## src/rtl/dss_pkg.sv

```systemverilog
// Package for the drive status supervisor: item types, drive state and
// verdict codes, register indexes and control word constants.
// No dependencies.
package dss_pkg;

  // Drive state as decoded from the status word
  typedef enum logic [3:0] {
    DS_NOT_READY     = 4'd0,
    DS_SW_ON_DISABLE = 4'd1,
    DS_READY         = 4'd2,
    DS_SWITCHED_ON   = 4'd3,
    DS_OP_ENABLED    = 4'd4,
    DS_QUICK_STOP    = 4'd5,
    DS_FAULT_REACT   = 4'd6,
    DS_FAULT         = 4'd7,
    DS_UNKNOWN       = 4'd8
  } drive_state_t;

  typedef enum logic [1:0] {
    VERDICT_FORWARD = 2'd0,
    VERDICT_WAIT    = 2'd1,
    VERDICT_ABORT   = 2'd2
  } verdict_t;

  // Configuration register indexes (byte address 4*index)
  typedef enum logic [1:0] {
    REG_ERROR_LIMIT    = 2'd0,
    REG_SETPOINT_CLEAR = 2'd1,
    REG_POSITION_MODE  = 2'd2
  } reg_index_t;

  localparam int unsigned PADDR_W = 4;
  localparam int unsigned PDATA_W = 32;

  localparam logic [15:0] ERR_NOT_COUNTED = 16'h7500;
  localparam logic [15:0] CMD_SHUTDOWN    = 16'h0006;
  localparam logic [15:0] CMD_ENABLE      = 16'h000F;
  localparam logic [15:0] CMD_FAULT_RESET = 16'h0080;
  localparam int unsigned SETPOINT_ACK_BIT = 12;

  localparam logic [7:0]        RST_ERROR_LIMIT    = 8'd10;
  localparam logic [15:0]       RST_SETPOINT_CLEAR = 16'h000F;
  localparam logic signed [7:0] RST_POSITION_MODE  = 8'sd1;

  typedef struct packed {
    logic [7:0]        error_limit;
    logic [15:0]       setpoint_clear_word;
    logic signed [7:0] position_mode_code;
  } cfg_t;

  // Classified feedback record passed from front to back
  typedef struct packed {
    logic [3:0]        motor_index;
    drive_state_t      drive_state;
    logic              setpoint_ack;
    logic signed [7:0] mode_shown;
    logic              err_nonzero;
    logic              err_counted;
  } front_item_t;

endpackage

```

## src/rtl/dss_if.sv

```systemverilog
// Channel interfaces of the drive status supervisor: feedback records in,
// command results out. Depends on dss_pkg.
interface dss_feedback_if
  import dss_pkg::*;
();
  logic              valid;
  logic              ready;
  logic [3:0]        motor_index;
  logic [15:0]       drive_status;
  logic [15:0]       drive_error;
  logic signed [7:0] mode_shown;

  modport source (
    output valid, motor_index, drive_status, drive_error, mode_shown,
    input  ready
  );
  modport sink (
    input  valid, motor_index, drive_status, drive_error, mode_shown,
    output ready
  );
endinterface

interface dss_command_if
  import dss_pkg::*;
();
  logic              valid;
  logic              ready;
  logic [3:0]        motor_echo;
  verdict_t          verdict;
  drive_state_t      drive_state;
  logic              command_valid;
  logic [15:0]       command_word;
  logic              mode_valid;
  logic signed [7:0] mode_out;

  modport source (
    output valid, motor_echo, verdict, drive_state, command_valid, command_word,
           mode_valid, mode_out,
    input  ready
  );
  modport sink (
    input  valid, motor_echo, verdict, drive_state, command_valid, command_word,
           mode_valid, mode_out,
    output ready
  );
endinterface

```

## src/rtl/dss_cfg.sv

```systemverilog
// APB register block of the drive status supervisor.
// Depends on dss_pkg.
module dss_cfg
  import dss_pkg::*;
(
  input  logic               clk,
  input  logic               rst,
  input  logic               psel,
  input  logic               penable,
  input  logic               pwrite,
  input  logic [PADDR_W-1:0] paddr,
  input  logic [PDATA_W-1:0] pwdata,
  output logic [PDATA_W-1:0] prdata,
  output logic               pready,
  output cfg_t               cfg
);

  cfg_t       regs;
  reg_index_t index;
  logic       wr_en;

  assign index  = reg_index_t'(paddr[PADDR_W-1:2]);
  assign wr_en  = psel && penable && pwrite;
  assign pready = 1'b1;
  assign cfg    = regs;

  // Write registers on the access phase
  always_ff @(posedge clk) begin
    if (rst) begin
      regs.error_limit         <= RST_ERROR_LIMIT;
      regs.setpoint_clear_word <= RST_SETPOINT_CLEAR;
      regs.position_mode_code  <= RST_POSITION_MODE;
    end else if (wr_en) begin
      unique case (index)
        REG_ERROR_LIMIT:    regs.error_limit         <= pwdata[7:0];
        REG_SETPOINT_CLEAR: regs.setpoint_clear_word <= pwdata[15:0];
        REG_POSITION_MODE:  regs.position_mode_code  <= pwdata[7:0];
        default: ;
      endcase
    end
  end

  // Read back
  always_comb begin
    unique case (index)
      REG_ERROR_LIMIT:    prdata = {24'd0, regs.error_limit};
      REG_SETPOINT_CLEAR: prdata = {16'd0, regs.setpoint_clear_word};
      REG_POSITION_MODE:  prdata = {24'd0, regs.position_mode_code};
      default:            prdata = '0;
    endcase
  end

endmodule

```

## src/rtl/dss_front.sv

```systemverilog
// Front end of the drive status supervisor: accepts feedback records,
// decodes the drive state and classifies the error code. Depends on dss_pkg.
module dss_front
  import dss_pkg::*;
(
  input  logic        clk,
  input  logic        rst,
  dss_feedback_if.sink feedback,
  output logic        push,
  output front_item_t push_item,
  input  logic        push_ready
);

  logic        held;
  logic        held_next;
  front_item_t item;
  front_item_t decoded;
  logic        accept;

  assign feedback.ready = !held || push_ready;
  assign accept         = feedback.valid && feedback.ready;
  assign push           = held;
  assign push_item      = item;

  // Decode status word, first match wins
  always_comb begin
    logic [15:0] sw;
    sw = feedback.drive_status;
    if      ((sw & 16'h007F) == 16'h0037) decoded.drive_state = DS_OP_ENABLED;
    else if ((sw & 16'h004F) == 16'h0000) decoded.drive_state = DS_NOT_READY;
    else if ((sw & 16'h004F) == 16'h0040) decoded.drive_state = DS_SW_ON_DISABLE;
    else if ((sw & 16'h006F) == 16'h0021) decoded.drive_state = DS_READY;
    else if ((sw & 16'h007F) == 16'h0033) decoded.drive_state = DS_SWITCHED_ON;
    else if ((sw & 16'h006F) == 16'h0007) decoded.drive_state = DS_QUICK_STOP;
    else if ((sw & 16'h004F) == 16'h000F) decoded.drive_state = DS_FAULT_REACT;
    else if ((sw & 16'h004F) == 16'h0008) decoded.drive_state = DS_FAULT;
    else                                  decoded.drive_state = DS_UNKNOWN;
    decoded.motor_index  = feedback.motor_index;
    decoded.setpoint_ack = sw[SETPOINT_ACK_BIT];
    decoded.mode_shown   = feedback.mode_shown;
    decoded.err_nonzero  = (feedback.drive_error != 16'd0);
    decoded.err_counted  = (feedback.drive_error != 16'd0) &&
                           (feedback.drive_error != ERR_NOT_COUNTED);
  end

  // Hold one classified record until the queue takes it
  always_comb begin
    if (accept)    held_next = 1'b1;
    else if (push_ready) held_next = 1'b0;
    else           held_next = held;
  end

  always_ff @(posedge clk) begin
    if (rst) held <= 1'b0;
    else     held <= held_next;
  end

  always_ff @(posedge clk) begin
    if (accept) item <= decoded;
  end

endmodule

```

## src/rtl/dss_queue.sv

```systemverilog
// Two-entry queue between front and back of the drive status supervisor.
// Depends on dss_pkg.
module dss_queue
  import dss_pkg::*;
(
  input  logic        clk,
  input  logic        rst,
  input  logic        push,
  input  front_item_t push_item,
  output logic        push_ready,
  output logic        pop_valid,
  output front_item_t pop_item,
  input  logic        pop
);

  front_item_t entries [2];
  logic        wr_ptr;
  logic        rd_ptr;
  logic [1:0]  count;
  logic        do_push;
  logic        do_pop;

  assign push_ready = (count != 2'd2);
  assign pop_valid  = (count != 2'd0);
  assign pop_item   = entries[rd_ptr];
  assign do_push    = push && push_ready;
  assign do_pop     = pop && pop_valid;

  // Advance pointers and occupancy
  always_ff @(posedge clk) begin
    if (rst) begin
      wr_ptr <= 1'b0;
      rd_ptr <= 1'b0;
      count  <= 2'd0;
    end else begin
      if (do_push) wr_ptr <= !wr_ptr;
      if (do_pop)  rd_ptr <= !rd_ptr;
      case ({do_push, do_pop})
        2'b10:   count <= count + 2'd1;
        2'b01:   count <= count - 2'd1;
        default: count <= count;
      endcase
    end
  end

  always_ff @(posedge clk) begin
    if (do_push) entries[wr_ptr] <= push_item;
  end

endmodule

```

## src/rtl/dss_back.sv

```systemverilog
// Back end of the drive status supervisor: counts drive errors, picks the
// verdict and control word, and holds the result. Depends on dss_pkg.
module dss_back
  import dss_pkg::*;
(
  input  logic         clk,
  input  logic         rst,
  input  cfg_t         cfg,
  input  logic         pop_valid,
  input  front_item_t  pop_item,
  output logic         pop,
  dss_command_if.source command
);

  logic [7:0]        fault_tally;
  logic [7:0]        fault_tally_next;
  logic              out_valid;
  logic              out_valid_next;
  verdict_t          verdict;
  logic              cmd_valid;
  logic [15:0]       cmd_word;
  logic              mode_valid;
  logic signed [7:0] mode_out;
  logic              err_abort;

  assign pop = pop_valid && (!out_valid || command.ready);

  // Saturating shared error count
  always_comb begin
    fault_tally_next = fault_tally;
    if (pop && pop_item.err_counted && fault_tally != 8'hFF)
      fault_tally_next = fault_tally + 8'd1;
    err_abort = pop_item.err_nonzero && (fault_tally_next >= cfg.error_limit);
  end

  // Choose verdict and command
  always_comb begin
    verdict    = VERDICT_WAIT;
    cmd_valid  = 1'b0;
    cmd_word   = 16'd0;
    mode_valid = 1'b0;
    mode_out   = 8'sd0;
    if (err_abort) begin
      verdict = VERDICT_ABORT;
    end else begin
      unique case (pop_item.drive_state)
        DS_SW_ON_DISABLE: begin
          cmd_valid = 1'b1;
          cmd_word  = CMD_SHUTDOWN;
        end
        DS_READY, DS_SWITCHED_ON: begin
          cmd_valid = 1'b1;
          cmd_word  = CMD_ENABLE;
        end
        DS_FAULT: begin
          cmd_valid = 1'b1;
          cmd_word  = CMD_FAULT_RESET;
        end
        DS_UNKNOWN: verdict = VERDICT_ABORT;
        DS_OP_ENABLED: begin
          if (pop_item.mode_shown == cfg.position_mode_code && pop_item.setpoint_ack) begin
            cmd_valid  = 1'b1;
            cmd_word   = cfg.setpoint_clear_word;
            mode_valid = 1'b1;
            mode_out   = cfg.position_mode_code;
          end else begin
            verdict = VERDICT_FORWARD;
          end
        end
        default: ;
      endcase
    end
  end

  always_comb begin
    if (pop)                out_valid_next = 1'b1;
    else if (command.ready) out_valid_next = 1'b0;
    else                    out_valid_next = out_valid;
  end

  always_ff @(posedge clk) begin
    if (rst) begin
      fault_tally <= 8'd0;
      out_valid   <= 1'b0;
    end else begin
      fault_tally <= fault_tally_next;
      out_valid   <= out_valid_next;
    end
  end

  // Load the result register
  always_ff @(posedge clk) begin
    if (pop) begin
      command.motor_echo    <= pop_item.motor_index;
      command.verdict       <= verdict;
      command.drive_state   <= pop_item.drive_state;
      command.command_valid <= cmd_valid;
      command.command_word  <= cmd_word;
      command.mode_valid    <= mode_valid;
      command.mode_out      <= mode_out;
    end
  end

  assign command.valid = out_valid;

endmodule

```

## src/rtl/drive_status_supervisor.sv

```systemverilog
// Drive status supervisor top level: register block, front end, queue and
// back end. Depends on dss_pkg, dss_if, dss_cfg, dss_front, dss_queue, dss_back.
//
// Usage:
//   feedback: one record per transaction (motor index, status word, error
//     code, mode display), valid/ready handshake.
//   command:  one result per record, in order (motor echo, verdict, drive
//     state, control word and mode to write, with their valid flags).
//   APB port: error limit, setpoint clear word and position mode code at
//     byte addresses 0, 4 and 8; write them only while the block is idle.
// An accepted record passes through the front register, a queue entry and
// the result register before its result is valid. Throughput is one record
// per cycle while the receiver takes each result.
// Reset empties the pipeline, clears the error tally and loads the register
// defaults (limit 10, clear word 0x000F, position mode 1).
// When the receiver stalls, the result register holds, the two-entry queue
// and the front register fill, and feedback ready then drops.
module drive_status_supervisor
  import dss_pkg::*;
(
  input  logic               clk,
  input  logic               rst,
  dss_feedback_if.sink       feedback,
  dss_command_if.source      command,
  input  logic               psel,
  input  logic               penable,
  input  logic               pwrite,
  input  logic [PADDR_W-1:0] paddr,
  input  logic [PDATA_W-1:0] pwdata,
  output logic [PDATA_W-1:0] prdata,
  output logic               pready
);

  cfg_t        cfg;
  logic        push;
  front_item_t push_item;
  logic        push_ready;
  logic        pop_valid;
  front_item_t pop_item;
  logic        pop;

  dss_cfg u_cfg (
    .clk     (clk),
    .rst     (rst),
    .psel    (psel),
    .penable (penable),
    .pwrite  (pwrite),
    .paddr   (paddr),
    .pwdata  (pwdata),
    .prdata  (prdata),
    .pready  (pready),
    .cfg     (cfg)
  );

  dss_front u_front (
    .clk        (clk),
    .rst        (rst),
    .feedback   (feedback),
    .push       (push),
    .push_item  (push_item),
    .push_ready (push_ready)
  );

  dss_queue u_queue (
    .clk        (clk),
    .rst        (rst),
    .push       (push),
    .push_item  (push_item),
    .push_ready (push_ready),
    .pop_valid  (pop_valid),
    .pop_item   (pop_item),
    .pop        (pop)
  );

  dss_back u_back (
    .clk       (clk),
    .rst       (rst),
    .cfg       (cfg),
    .pop_valid (pop_valid),
    .pop_item  (pop_item),
    .pop       (pop),
    .command   (command)
  );

endmodule
```

## src/flat_wrapper.sv

```systemverilog
// flat-port wrapper written by rule: the top's interface ports become plain ports
module drive_status_supervisor_flat import dss_pkg::*;
  (clk, rst, psel, penable, pwrite, paddr, pwdata, prdata, pready, feedback_valid, feedback_motor_index, feedback_drive_status, feedback_drive_error, feedback_mode_shown, feedback_ready, command_valid, command_motor_echo, command_verdict, command_drive_state, command_command_valid, command_command_word, command_mode_valid, command_mode_out, command_ready);
  dss_feedback_if feedback_i ();
  dss_command_if command_i ();
  input  logic clk;
  input  logic rst;
  input  logic psel;
  input  logic penable;
  input  logic pwrite;
  input  logic [PADDR_W-1:0] paddr;
  input  logic [PDATA_W-1:0] pwdata;
  output logic [PDATA_W-1:0] prdata;
  output logic pready;
  input wire logic [$bits(feedback_i.valid)-1:0] feedback_valid;
  input wire logic [$bits(feedback_i.motor_index)-1:0] feedback_motor_index;
  input wire logic [$bits(feedback_i.drive_status)-1:0] feedback_drive_status;
  input wire logic [$bits(feedback_i.drive_error)-1:0] feedback_drive_error;
  input wire logic [$bits(feedback_i.mode_shown)-1:0] feedback_mode_shown;
  output wire logic [$bits(feedback_i.ready)-1:0] feedback_ready;
  output wire logic [$bits(command_i.valid)-1:0] command_valid;
  output wire logic [$bits(command_i.motor_echo)-1:0] command_motor_echo;
  output wire logic [$bits(command_i.verdict)-1:0] command_verdict;
  output wire logic [$bits(command_i.drive_state)-1:0] command_drive_state;
  output wire logic [$bits(command_i.command_valid)-1:0] command_command_valid;
  output wire logic [$bits(command_i.command_word)-1:0] command_command_word;
  output wire logic [$bits(command_i.mode_valid)-1:0] command_mode_valid;
  output wire logic [$bits(command_i.mode_out)-1:0] command_mode_out;
  input wire logic [$bits(command_i.ready)-1:0] command_ready;
  assign feedback_i.valid = feedback_valid;
  assign feedback_i.motor_index = feedback_motor_index;
  assign feedback_i.drive_status = feedback_drive_status;
  assign feedback_i.drive_error = feedback_drive_error;
  assign feedback_i.mode_shown = feedback_mode_shown;
  assign feedback_ready = feedback_i.ready;
  assign command_valid = command_i.valid;
  assign command_motor_echo = command_i.motor_echo;
  assign command_verdict = command_i.verdict;
  assign command_drive_state = command_i.drive_state;
  assign command_command_valid = command_i.command_valid;
  assign command_command_word = command_i.command_word;
  assign command_mode_valid = command_i.mode_valid;
  assign command_mode_out = command_i.mode_out;
  assign command_i.ready = command_ready;
  drive_status_supervisor u_core (.clk(clk), .rst(rst), .feedback(feedback_i), .command(command_i), .psel(psel), .penable(penable), .pwrite(pwrite), .paddr(paddr), .pwdata(pwdata), .prdata(prdata), .pready(pready));
endmodule
```

## config.mk

```make
export PLATFORM = sky130hd
export DESIGN_NAME = drive_status_supervisor_flat
export DESIGN_NICKNAME = d
export VERILOG_FILES = /design/src/rtl/dss_pkg.sv /design/src/rtl/dss_if.sv /design/src/rtl/dss_cfg.sv /design/src/rtl/dss_front.sv /design/src/rtl/dss_queue.sv /design/src/rtl/dss_back.sv /design/src/rtl/drive_status_supervisor.sv /design/src/flat_wrapper.sv
export SDC_FILE = /design/constraint.sdc
export NUM_CORES = 1
export LEC_CHECK = 0
export ABC_CLOCK_PERIOD_IN_PS = 10800
export BUFFER_PORTS_ARGS = -buffer_cell sky130_fd_sc_hd__buf_2
export CORE_ASPECT_RATIO = 1.2
export CORE_MARGIN = 3
export CORE_UTILIZATION = 40
export CTS_CLUSTER_DIAMETER = 100
export CTS_CLUSTER_SIZE = 28
export DETAILED_ROUTE_END_ITERATION = 6
export SLEW_MARGIN = 20
export SYNTH_ARGS = -nofsm -noshare
export SYNTH_HDL_FRONTEND = slang
export SYNTH_SLANG_ARGS = --single-unit
```

## constraint.sdc

```tcl
create_clock -name clk -period 10.8 [get_ports clk]
set_input_delay 2.16 -clock clk [delete_from_list [all_inputs] [get_ports clk]]
set_output_delay 2.16 -clock clk [all_outputs]
set_load 0.02 [all_outputs]
```

# After elaboration in Yosys (flattened, before gate mapping)
# Memory sizes are Yosys's and may differ from the RTL's. A register that Yosys moved wholly into a read port is not among the register bits.
# Cells that the tools add are included.
# totals
reg_bits	101
ramBits	38
output_inout_bits	71
word_cells	111
memories	1
# memory_table
name	depth	width	read_ports	rd_clocked_by_memory_dff	wr	line_no	rtl
u_core.u_queue.entries	2	19	1	1	1	dss_queue.sv:16	front_item_t entries [2];
# classes
add_sub_neg	3
n_lt_le_gt_ge	1
eq_ne	21
n_mux	24
bitwise	2
reduce_logical	34
# ops
op	count
case mux 16 bit (4 select lines)	1
case mux 16 bit (3 select lines)	1
2-to-1 mux 3 bit	6
logical NOT 16 bit	1
2-to-1 mux 16 bit	1
!= test 16 x 15 -> 1 bit (second input constant)	1
nonzero test 16 bit	1
equality test 7 x 6 -> 1 bit (second input constant)	2
logical AND 1 bit	11
equality test 5 x 4 -> 1 bit (second input constant)	2
2-to-1 mux 1 bit	10
adder 8 x 1 -> 8 bit (second input constant)	1
equality test 4 x 2 -> 1 bit (second input constant)	2
equality test 4 x 3 -> 1 bit (second input constant)	2
equality test 8 bit	1
greater-or-equal comparator 8 bit	1
2-to-1 mux 8 bit	1
!= test 8 bit (second input constant)	1
case mux 2 bit (2 select lines)	2
nonzero test 2 bit	4
OR reduction 7 bit	1
equality test 6 x 3 -> 1 bit (second input constant)	1
equality test 6 x 5 -> 1 bit (second input constant)	1
AND reduction 2 bit	3
17 further kinds	27

# Longest topological paths before layout
# logic_depth
word_depth	9
ltp_mapped	14
ltp_nobuf	12

# By module
# A second synthesis with hierarchy kept.
# unflattened
cells_unflattened	514
hier_area_um2	6463.7
# by_module_without_submodules
module	n_inst	cells_per_inst	area_per_inst_um2	seq_area_each_um2
dss_back	1	192	2321.0	1261.2
dss_cfg	1	185	1751.7	640.6
dss_queue	1	83	1590.3	1241.2
dss_front	1	54	800.8	590.6

# Least setup slack after synthesis
# No wires, ideal clock.
# synth_path
path_type	input port to output port
start	input paddr[3]
end	output prdata[0]
arrival_ps	3486
required_time_ps	8640
setup_slack_ps	5154
path_stages	4
path_buffers	2
cell_sequence	clkbuf_1 -> clkbuf_1 -> mux2i_1 -> o21ai_0
# synth_via
elab_chain_cells	2
word_cells_on_any_way	4
# synth_rtl
element	line_no	rtl
start, declared	flat_wrapper.sv:11	input logic [PADDR_W-1:0] paddr;
equality test 2 bit (tied with other cells)	dss_cfg.sv:45	unique case (index)
case mux 16 bit (3 select lines) *	dss_cfg.sv:45	
end, declared	flat_wrapper.sv:13	output logic [PDATA_W-1:0] prdata;
# Mark *: on every way between the ends. The rest lies on a longest branch, timed or not.

# Final worst setup path
# layout_path
start	input paddr[3]
end	output prdata[2]
# The elaborated chain is that of the path after synthesis.

==> metrics.csv <==
metric;value;unit
slowest_delay;0.63;ns
synth_top_family_by_area;simple AND/OR/NAND/NOR gates;
place_inst;803;
clk_pin_slew;0.05;ns
drv_cap;0;
dp_hpwl;8480;µm
synth-compound-area-share;6.88;%
grt_setup_unrepaired;no;
totalWireLength;12100;µm
drive_above_1_share;25.2;%
final_common_cell;buf_2;
finalCritPeriodShare;53.3;%
p_clk_share;37.6;%
rows;48;
final_cells;835;
synthAdderAreaFrac;2.09;%
critical_path_buf_inv_count;2;
slew_headroom;28.7;%
grt_max_degree;48;
fin_setup_tns;0;ns
synth_xor_area_share;2.63;%
multiInputGateArea;0.00206;mm²
fp.coreArea;0.0145;mm²
synthFlopType;edfxtp_1;
drtAntennaViolNets;0;
synth_cell_types;48;
nFillCells;1350;
first_iter_violations;241;
vdd.ir_drop.worst;84.0;µV
grt_pass1_vias;4035;
finalPower;1610;µW
place_congestion;0.808;
p_per_area;220;mW/mm²
power_switching;443;µW
sw_frac_of_total;27.6;%
synth_edf_count;93;
crit_chain;buf_2 > nor2b_2 > nand2_1 > o21ai_0 > buf_2;
cts.sinks;140;
startpoint_type;input pin;
required;8.64;ns
io_buffer_count;114;
arrival;3.60;ns
n_antenna_cell;0;
final_cell_mix;buf_2, edfxtp_1, nand2_1;
cts_tree;built;
worstSetupEndpointType;output pin;
io_pins;158;
cp_max_fo;20;
p_int;1160;µW
start_util;41.2;%
dieArea;0.0165;mm²
die_w;118;µm
ys_seq_area_share;62.4;%
wire_per_inst;14.5;µm
first_pass_iters;5;
clk_latency;0.42;ns
grt_pass1_wl;20000;µm
overflow;0;
skew;0.00736;ns
async_flop_share;0;%
syn2layout_area_growth;21.8;%
synth_area_per_cell;11.9;µm²
drv_slew;0;
drc;0;
hold_class;flip-flop to flip-flop;
cts_max_path_buffers;2;
dieHeight;140;µm
cp_slowest_cell;nor2b_2;
synth-seq-cells;140;
hold_viol_final;0;
dr_total_vias;4032;
muxShareOfSynthArea;5.52;%
cpLargestDelayFamily;simple AND/OR/NAND/NOR gates;
fin_ws;5.04;ns
fmax;174;MHz
post-cts-setup-buffers;0;
holdBufCountCts;0;
power.share.sequential;43.2;%
cts_resized;0;
h-tree-depth;4;
antenna_found_initial;0;
synth_warnings;0;
status;finished clean;
nets;719;
dp_worst_setup_slack;4.64;ns
syn_area;0.00599;mm²
regArea;0.00373;mm²
synth_simple_gate_area_share;16.0;%
vias_per_cell;4.83;
setup_viol_count_final;0;
p_leak;0.00288;µW
post-route-util;50.2;%
critPathMostFrequentCell;buf_2;
crit_type;input pin to output pin;
clockRootBuffer;clkbuf_16;
numCtsBuffers;17;
max_slew.worst_pin.slew;1.07;ns
grt_usage;15.3;%
synthCells;505;
fin_crit;5.76;ns
p_comb_share;19.3;%
==> final cells by class <==
class | instances | share of cell area, %
multi-input cells | 335 | 28.3
clock inverters | 11 | 2.30
flip-flops and latches | 140 | 51.2
well taps | 200 | 3.43
repair buffers | 116 | 8.03
inverters | 12 | 0.618
clock buffers | 21 | 6.18
==> power by group through the flow <==
| stage | logic, µW | clock network (µW) | registers [µW] |
|---|---|---|---|
| final | 310 | 604 | 693 |
| after floorplan | 171 | 0 | 757 |
| after global placement | 309 | 0 | 703 |
| after detailed placement | 315 | 0 | 706 |
| after global routing | 342 | 635 | 702 |
| after CTS | 317 | 616 | 695 |
==> per-layer routing <==
metal | global-route usage [%] | vias up | share of wire, % | routed length, µm
met4 | 6.11 | 0 | 1.8 | 224
met3 | 4.04 | 18 | 6.4 | 781
met2 | 26.4 | 142 | 49 | 5980
li1 | - | 1996 | - | -
met5 | 0 | - | 0 | 0
met1 | 18.2 | 1876 | 42 | 5140
==> flip-flops by register name (all words and copies together), names as in the netlist, named ones only <==
register                             count
u_core.u_back.command.mode_valid         1
u_core.u_back.command.motor_echo         4
u_core.u_back.command.verdict            2
u_core.u_back.command.mode_out           8
u_core.u_queue.rd_ptr                    1
u_core.u_back.command.command_valid      1
u_core.u_cfg.cfg                        32
u_core.u_back.fault_tally                8
u_core.u_front.push_item                19
u_core.u_back.command.drive_state        4
u_core.u_queue.wr_ptr                    1
u_core.u_back.command.command_word      16
u_core.u_queue.entries                  38
u_core.u_front.push                      1
u_core.u_back.command.valid              1
u_core.u_queue.count                     2
==> logic make-up after synthesis <==
group / count (synthesis)
adders and majority gates: 10
buffers and inverters: 45
xor gates and xnor gates: 18
muxes: 32
and+or+nand+nor: 189
AOI/OAI and AO/OA: 69
DFF: 140
other: 2
==> synthesized netlist by cell type, types with 8 or more instances <==
cell      number  area share [%]
a21oi_1       32             2.7
and2_1        29             3.0
buf_4         17             2.1
clkbuf_1      11            0.69
dfxtp_1       47              16
edfxtp_1      93              47
ha_1          10             2.1
inv_1         12            0.75
mux2i_1       24             4.0
nand2_1       66             4.1
nand3_1       14             1.2
nor2_1        29             1.8
nor2b_1       10             1.0
nor3_1         8            0.67
o21ai_0       18             1.5
xor2_1        15             2.2
==> stage by stage <==
| stage | hold WS (ns) | instance area (µm²) |
|---|---|---|
| 4_1_cts | 0.447 | 7290 |
| 5_1_grt | 0.456 | 7290 |
| 3_5_place_dp | 0.434 | 6670 |
| 3_3_place_gp | 0.424 | 6670 |
| 2_1_floorplan | 0.421 | 6040 |
| 6_report | 0.445 | 7290 |
==> worst register-to-register path, cell delays in order (launching register included) <==
cell,delay (ns)
dfxtp_1,0.42
o21a_2,0.86
o211ai_1,0.52
nor3_1,0.35
xor2_1,0.24
ha_1,0.28
a21o_1,0.16
a21o_1,0.17
a21oi_1,0.14
o21ai_1,0.19
a21boi_4,0.46
and2_1,0.21
==> final timing paths <==
path              slack (ns)  depth (start not counted)                                 to                   startpoint
hold reg to reg         0.44                          0       u_core.u_queue.entries[0][5]  u_core.u_front.push_item[5]
setup reg to reg        6.68                         11  u_core.u_back.command.mode_out[0]      u_core.u_queue.count[0]
setup / recovery        5.04                          5                          prdata[2]                     paddr[3]
hold / removal          0.44                          0       u_core.u_queue.entries[0][5]  u_core.u_front.push_item[5]
Note: power is estimated with default switching activity, not from simulation.
